**config.mk**
```make
export PLATFORM = sky130hd
export DESIGN_NAME = sip_div
export DESIGN_NICKNAME = d
export VERILOG_FILES = /design/src/rtl/sip_pkg.sv /design/src/rtl/sip_div.sv
export SDC_FILE = /design/constraint.sdc
export NUM_CORES = 2
export LEC_CHECK = 0
export BUFFER_PORTS_ARGS = -buffer_cell sky130_fd_sc_hd__buf_2
export CAP_MARGIN = 20
export CORE_MARGIN = 2
export CORE_UTILIZATION = 50
export DETAILED_ROUTE_END_ITERATION = 7
export GPL_TIMING_DRIVEN = 0
export PLACE_DENSITY_LB_ADDON = 0.1
export SETUP_SLACK_MARGIN = 0.4
export SLEW_MARGIN = 20
export SYNTH_ARGS = -nofsm -noshare
export SYNTH_HDL_FRONTEND = slang
export SYNTH_SLANG_ARGS = --single-unit
```
**constraint.sdc**
```tcl
create_clock -name clk_i -period 3.6 [get_ports clk_i]
set_input_delay 0.36 -clock clk_i [delete_from_list [all_inputs] [get_ports clk_i]]
set_output_delay 0.36 -clock clk_i [all_outputs]
set_load 0.1 [all_outputs]
```
**src/rtl/sip_pkg.sv**
```systemverilog
// Package for segment_intersection_point: widths and pipeline depths.
// No dependencies.
package sip_pkg;
  localparam int CoordW    = 16;
  localparam int DiffW     = CoordW + 1;        // coordinate differences
  localparam int CrossW    = 2 * DiffW + 1;     // cross products
  localparam int NumW      = CrossW + DiffW;    // n * delta
  localparam int DivBits   = DiffW;             // quotient bits, |q| <= |delta|
  localparam int FrontDepth = 4;
  localparam int DivDepth  = DivBits + 2;       // entry, bit steps, output
  localparam int Depth     = FrontDepth + DivDepth;
endpackage

```
**src/rtl/sip_div.sv**
```systemverilog
// Pipelined signed divider lane, one quotient bit per stage, plus offset add.
// Uses sip_pkg.
module sip_div
  import sip_pkg::*;
(
  input  logic                     clk_i,
  input  logic                     en_i,
  input  logic signed [NumW-1:0]   num_i,
  input  logic signed [CrossW-1:0] den_i,
  input  logic signed [CoordW-1:0] base_i,
  input  logic                     keep_i,
  output logic signed [CoordW-1:0] point_o
);
  logic [NumW-1:0]    rem_q  [DivBits+1];
  logic [DivBits-1:0] quo_q  [DivBits+1];
  logic [CrossW-1:0]  dmag_q [DivBits+1];
  logic               neg_q  [DivBits+1];
  logic               keep_q [DivBits+1];
  logic [CoordW-1:0]  base_q [DivBits+1];

  // entry: magnitudes and result sign
  always_ff @(posedge clk_i) begin
    if (en_i) begin
      rem_q[0]  <= num_i[NumW-1] ? NumW'(-num_i) : NumW'(num_i);
      dmag_q[0] <= den_i[CrossW-1] ? CrossW'(-den_i) : CrossW'(den_i);
      neg_q[0]  <= num_i[NumW-1] ^ den_i[CrossW-1];
      quo_q[0]  <= '0;
      keep_q[0] <= keep_i;
      base_q[0] <= base_i;
    end
  end

  for (genvar i = 0; i < DivBits; i++) begin : g_step
    localparam int Sh = DivBits - 1 - i;
    logic [NumW:0] trial;
    assign trial = {1'b0, rem_q[i]} - ({(NumW + 1 - CrossW)'(0), dmag_q[i]} << Sh);
    always_ff @(posedge clk_i) begin
      if (en_i) begin
        rem_q[i+1]  <= trial[NumW] ? rem_q[i] : trial[NumW-1:0];
        quo_q[i+1]  <= quo_q[i] | (DivBits'(!trial[NumW]) << Sh);
        dmag_q[i+1] <= dmag_q[i];
        neg_q[i+1]  <= neg_q[i];
        keep_q[i+1] <= keep_q[i];
        base_q[i+1] <= base_q[i];
      end
    end
  end

  // output: sign fix, add start point, zero when no unique point
  logic [DivBits:0] qs;
  always_comb begin
    qs = neg_q[DivBits] ? -{1'b0, quo_q[DivBits]} : {1'b0, quo_q[DivBits]};
  end

  always_ff @(posedge clk_i) begin
    if (en_i) begin
      point_o <= keep_q[DivBits] ? CoordW'(base_q[DivBits] + qs[CoordW-1:0]) : '0;
    end
  end
endmodule
```
==> metrics.md <==
| Metric | Value |
|---|---|
| Mapped Cells | `approximately 9000` |
| Most frequently used flop master after synthesis | `edfxtp_1` |
| Slew Limit Fails | `0` |
| Initial antenna violation count | `15` |
| Die width | `roughly 460 um` |
| Yosys cell types | `between 80 and 90` |
| Multi-input logic area | `0.04660 mm^2` |
| Hold path depth | `4` |
| Pleak | `0.04995 uW` |
| Failing checks | `negative setup slack` |
| DP Worst Slack | `-2.131 ns` |
| Final WS setup | `-0.3581 ns` |
| Overall power | `slightly above 100000 uW` |
| Final setup fails | `between 100 and 150` |
| Post-synthesis async set-or-reset flop share | `0%` |
| Final min period | `~4 ns` |
| Final core occ | `a little over three fifths` |
| R2r setup slk | `-0.36 ns` |
| Placed cells | `around 12000` |
| Wire per inst | `around 22 um` |
| RSZ-0062 raised after global routing | `true` |
| Cts bufs inserted | `210` |
| Die Ht | `457.5 um` |
| CTS tree | `built` |
| Layout cell share with drive strength beyond 1 | `20.04%` |
| Nature of the critical path endpoint | `flip-flop` |
| Syn-to-layout area delta | `24.68%` |
| Die footprint | `~0.21 mm^2` |
| First-pass GRT wire length | `around 400000 um` |
| Clk root buf | `clkbuf_16` |
| Clock Latency Late Sink | `0.86 ns` |
| Number of synthesized register bits | `just under 2000` |
| Sum Neg Setup Slack | `-15.80 ns` |
| Final cell count without fillers | `12770` |
| Reg2reg start | `rem_q[4][12]$_DFFE_PP_` |
| YS warnings | `0` |
| Total nets after synthesis | `a little under 10000` |
| Arr. time, crit path | `4.57 ns` |
| Max-cap violation count | `0` |
| # DRC | `0` |
| Number of synthesized flops with an enable pin | `~2000` |
| Vias/cell | `roughly 5.6` |
| Port bufs | `119` |
| PD cells | `784.0 mW/mm^2` |
| Setup CP Type | `flip-flop to flip-flop` |
| Post-route ant nets | `0` |
| CTS sink cnt | `slightly below 2000` |
| Syn_area_per_cell | `~11 um^2` |
| HP Class | `input port to flip-flop` |
| Hold wc startpoint | `num_i[8]` |
| Site Rows | `around 170` |
| GR Overflow Total | `0` |
| Fin nets | `10600` |
| Worst-Margin Slew | `~1.2 ns` |
| Status | `finished with violations` |
| Largest net degree at the start of global routing | `150` |
| Worst path required time | `~4.2 ns` |
| Sequential cell area fraction in the yosys report | `roughly 57%` |
| Top Ports | `~120` |
| R2R cell count | `16` |
| Placed wire-length estimate | `203300 um` |
| Initial DRC Count | `around 4300` |
| Vias | `between 70000 and 80000` |
| Final RePlAce weighted congestion | `a little over 1` |
| Skew final | `approximately 0.050 ns` |
| CTS clk-pin slew, worst paths | `0.06 ns` |
| Fin. Hold Viols | `0` |
| Worst vdd ir | `between 0.5 and 0.6 mV` |
| CTS max path bufs | `3` |
| Highest clock rate | `between 0.2 and 0.3 GHz` |
| FF-to-FF End | `rem_q[5][49]$_DFFE_PP_` |
| FILL cells | `15550` |
| Initial cell density of the core | `around half` |
| Vias in the first global route | `around 72000` |
| Crit share post-route | `109.9%` |
| Slew margin rel. | `18.69%` |
| Hold Path End | `rem_q[0][12]$_DFFE_PP_` |
| Critical path launch point type | `flip-flop` |
| Global Route Usage Sum | `roughly 25%` |
| Max Fanout on Critical Path | `6` |
| H-tree Lvls | `4` |
| Sequential cell area | `between 0.05 and 0.06 mm^2` |
| Area of the core | `roughly 0.2 mm^2` |
| Cell Area, Synth | `~0.10 mm^2` |
| DRT Wirelength | `279900 um` |
| DRT Pass-1 Iters | `6` |
==> how the worst max path moves through the flow <==
stage / slack [ns] / from / endpoint
floorplan: -0.20 / num_i[9] / rem_q[0][46]$_DFFE_PP_
global placement: -27.95 / en_i / base_q[10][1]$_DFFE_PP_
detailed placement: -2.13 / rem_q[1][31]$_DFFE_PP_ / rem_q[2][44]$_DFFE_PP_
CTS: -0.47 / rem_q[4][12]$_DFFE_PP_ / rem_q[5][49]$_DFFE_PP_
global route: -0.39 / rem_q[4][12]$_DFFE_PP_ / rem_q[5][46]$_DFFE_PP_
finish: -0.36 / rem_q[4][12]$_DFFE_PP_ / rem_q[5][49]$_DFFE_PP_
==> cell type report <==
class	instances	area share (%)
sequential	1955	45.79
multi-input combinational	5998	36.35
timing repair buffer	681	5.368
clock buffer	253	4.225
tap	2688	2.623
inverter	765	2.281
buffer	246	2.009
clock inverter	142	1.279
antenna	40	0.07808
==> cell usage in the layout, fill, tap and decap left out, types with 127 or more instances in the layout <==
master and instances:
a21o_1 324, xor2_1 287, dlygate4sd3_1 127, clkbuf_16 282, xnor2_1 405, nor2_1 462
o21ai_0 410, edfxtp_1 1955, a21oi_1 600, nand2_1 663, clkbuf_1 159, buf_4 272
inv_1 727, ha_1 542
==> state kept, by name, summed over array words and instances (netlist names) <==
register	flops
quo_q	136
rem_q	884
dmag_q	595
base_q	288
point_o	16
neg_q	18
keep_q	18
==> routing by layer <==
layer	GRT usage (%)	up-vias	part of all wire [%]
li1	-	34800	-
met1	24.32	34340	33
met5	0	-	0
met3	2.992	851	3.0
met2	48.29	1732	53
met4	21.21	0	11
==> repair_timing <==
action,CTS,global route
setup endpoints to repair,885,918
gates cloned,18,27
resized for setup,849,1176
hold endpoints to repair,137,0
hold buffers,129,0
pin swaps,163,334
buffers inserted,165,208
==> kinds of logic after synthesis <==
group                    count (synthesis)  share of synthesized area, %
buffers and inverters                 1011                         3.699
adder cells (fa/ha/maj)                632                         7.814
multiplexers                            65                        0.7033
AO/OA/AOI/OAI                         2372                         14.33
AND/OR/NAND/NOR                       2216                         10.29
flip-flops                            1955                         57.09
XOR/XNOR                               713                         6.073
==> power breakdown <==
part | internal (uW) | switching, uW | leakage (uW)
Combinational | 18800 | 24700 | 0.0276
Clock | 12600 | 9180 | 0.00340
Sequential | 31800 | 3400 | 0.0190
Total | 63200 | 37300 | 0.0500
==> stage by stage <==
step | area (um^2) | hold WS (ns)
detailed placement | 107800 | 0.4045
global placement | 107300 | 0.4003
global route | 128200 | 0.01667
finish | 128200 | 0.05117
CTS | 121500 | 0.007203
floorplan | 103300 | 0.4003
==> cell usage after synthesis (all sizes together) (18+ instances only) <==
cell / number / area share [%]
a21boi: 19 / 0.14
clkbuf: 227 / 0.83
inv: 764 / 2.8
nor4: 54 / 0.33
nand4: 108 / 0.66
a41oi: 19 / 0.16
and2: 57 / 0.35
or2: 29 / 0.18
o31ai: 83 / 0.61
or3: 67 / 0.43
nor2: 570 / 2.1
nand3: 128 / 0.62
nor3: 105 / 0.51
mux2: 58 / 0.64
nor2b: 79 / 0.48
a31o: 18 / 0.15
nand2: 739 / 2.7
o21a: 77 / 0.56
a31oi: 60 / 0.37
and4: 19 / 0.16
xnor2: 423 / 3.6
o21ai: 606 / 2.9
o21bai: 89 / 0.65
nand2b: 98 / 0.61
a21oi: 749 / 3.6
a211oi: 60 / 0.44
o2111ai: 19 / 0.16
edfxtp: 1955 / 57
buf: 19 / 0.078
and3: 61 / 0.37
o211ai: 48 / 0.35
ha: 615 / 7.5
nand3b: 20 / 0.15
or4: 33 / 0.25
xor2: 290 / 2.5
a211o: 23 / 0.20
a2111oi: 20 / 0.17
a21o: 327 / 2.4
==> critical path, cell delays in order, from the launching register on <==
cell and delay [ns]:
edfxtp_1 0.44, inv_2 0.07, ha_4 0.22, fa_2 0.36, nand2b_4 0.16, a21o_1 0.21, a211oi_4 0.31, o21bai_1 0.13
a211o_1 0.38, a21oi_4 0.25, o31ai_4 0.09, and3_4 0.17, buf_8 0.14, inv_12 0.09, buf_12 0.15, nand4_1 0.15
xnor2_2 0.37
Power figures use the tool's default switching activity.
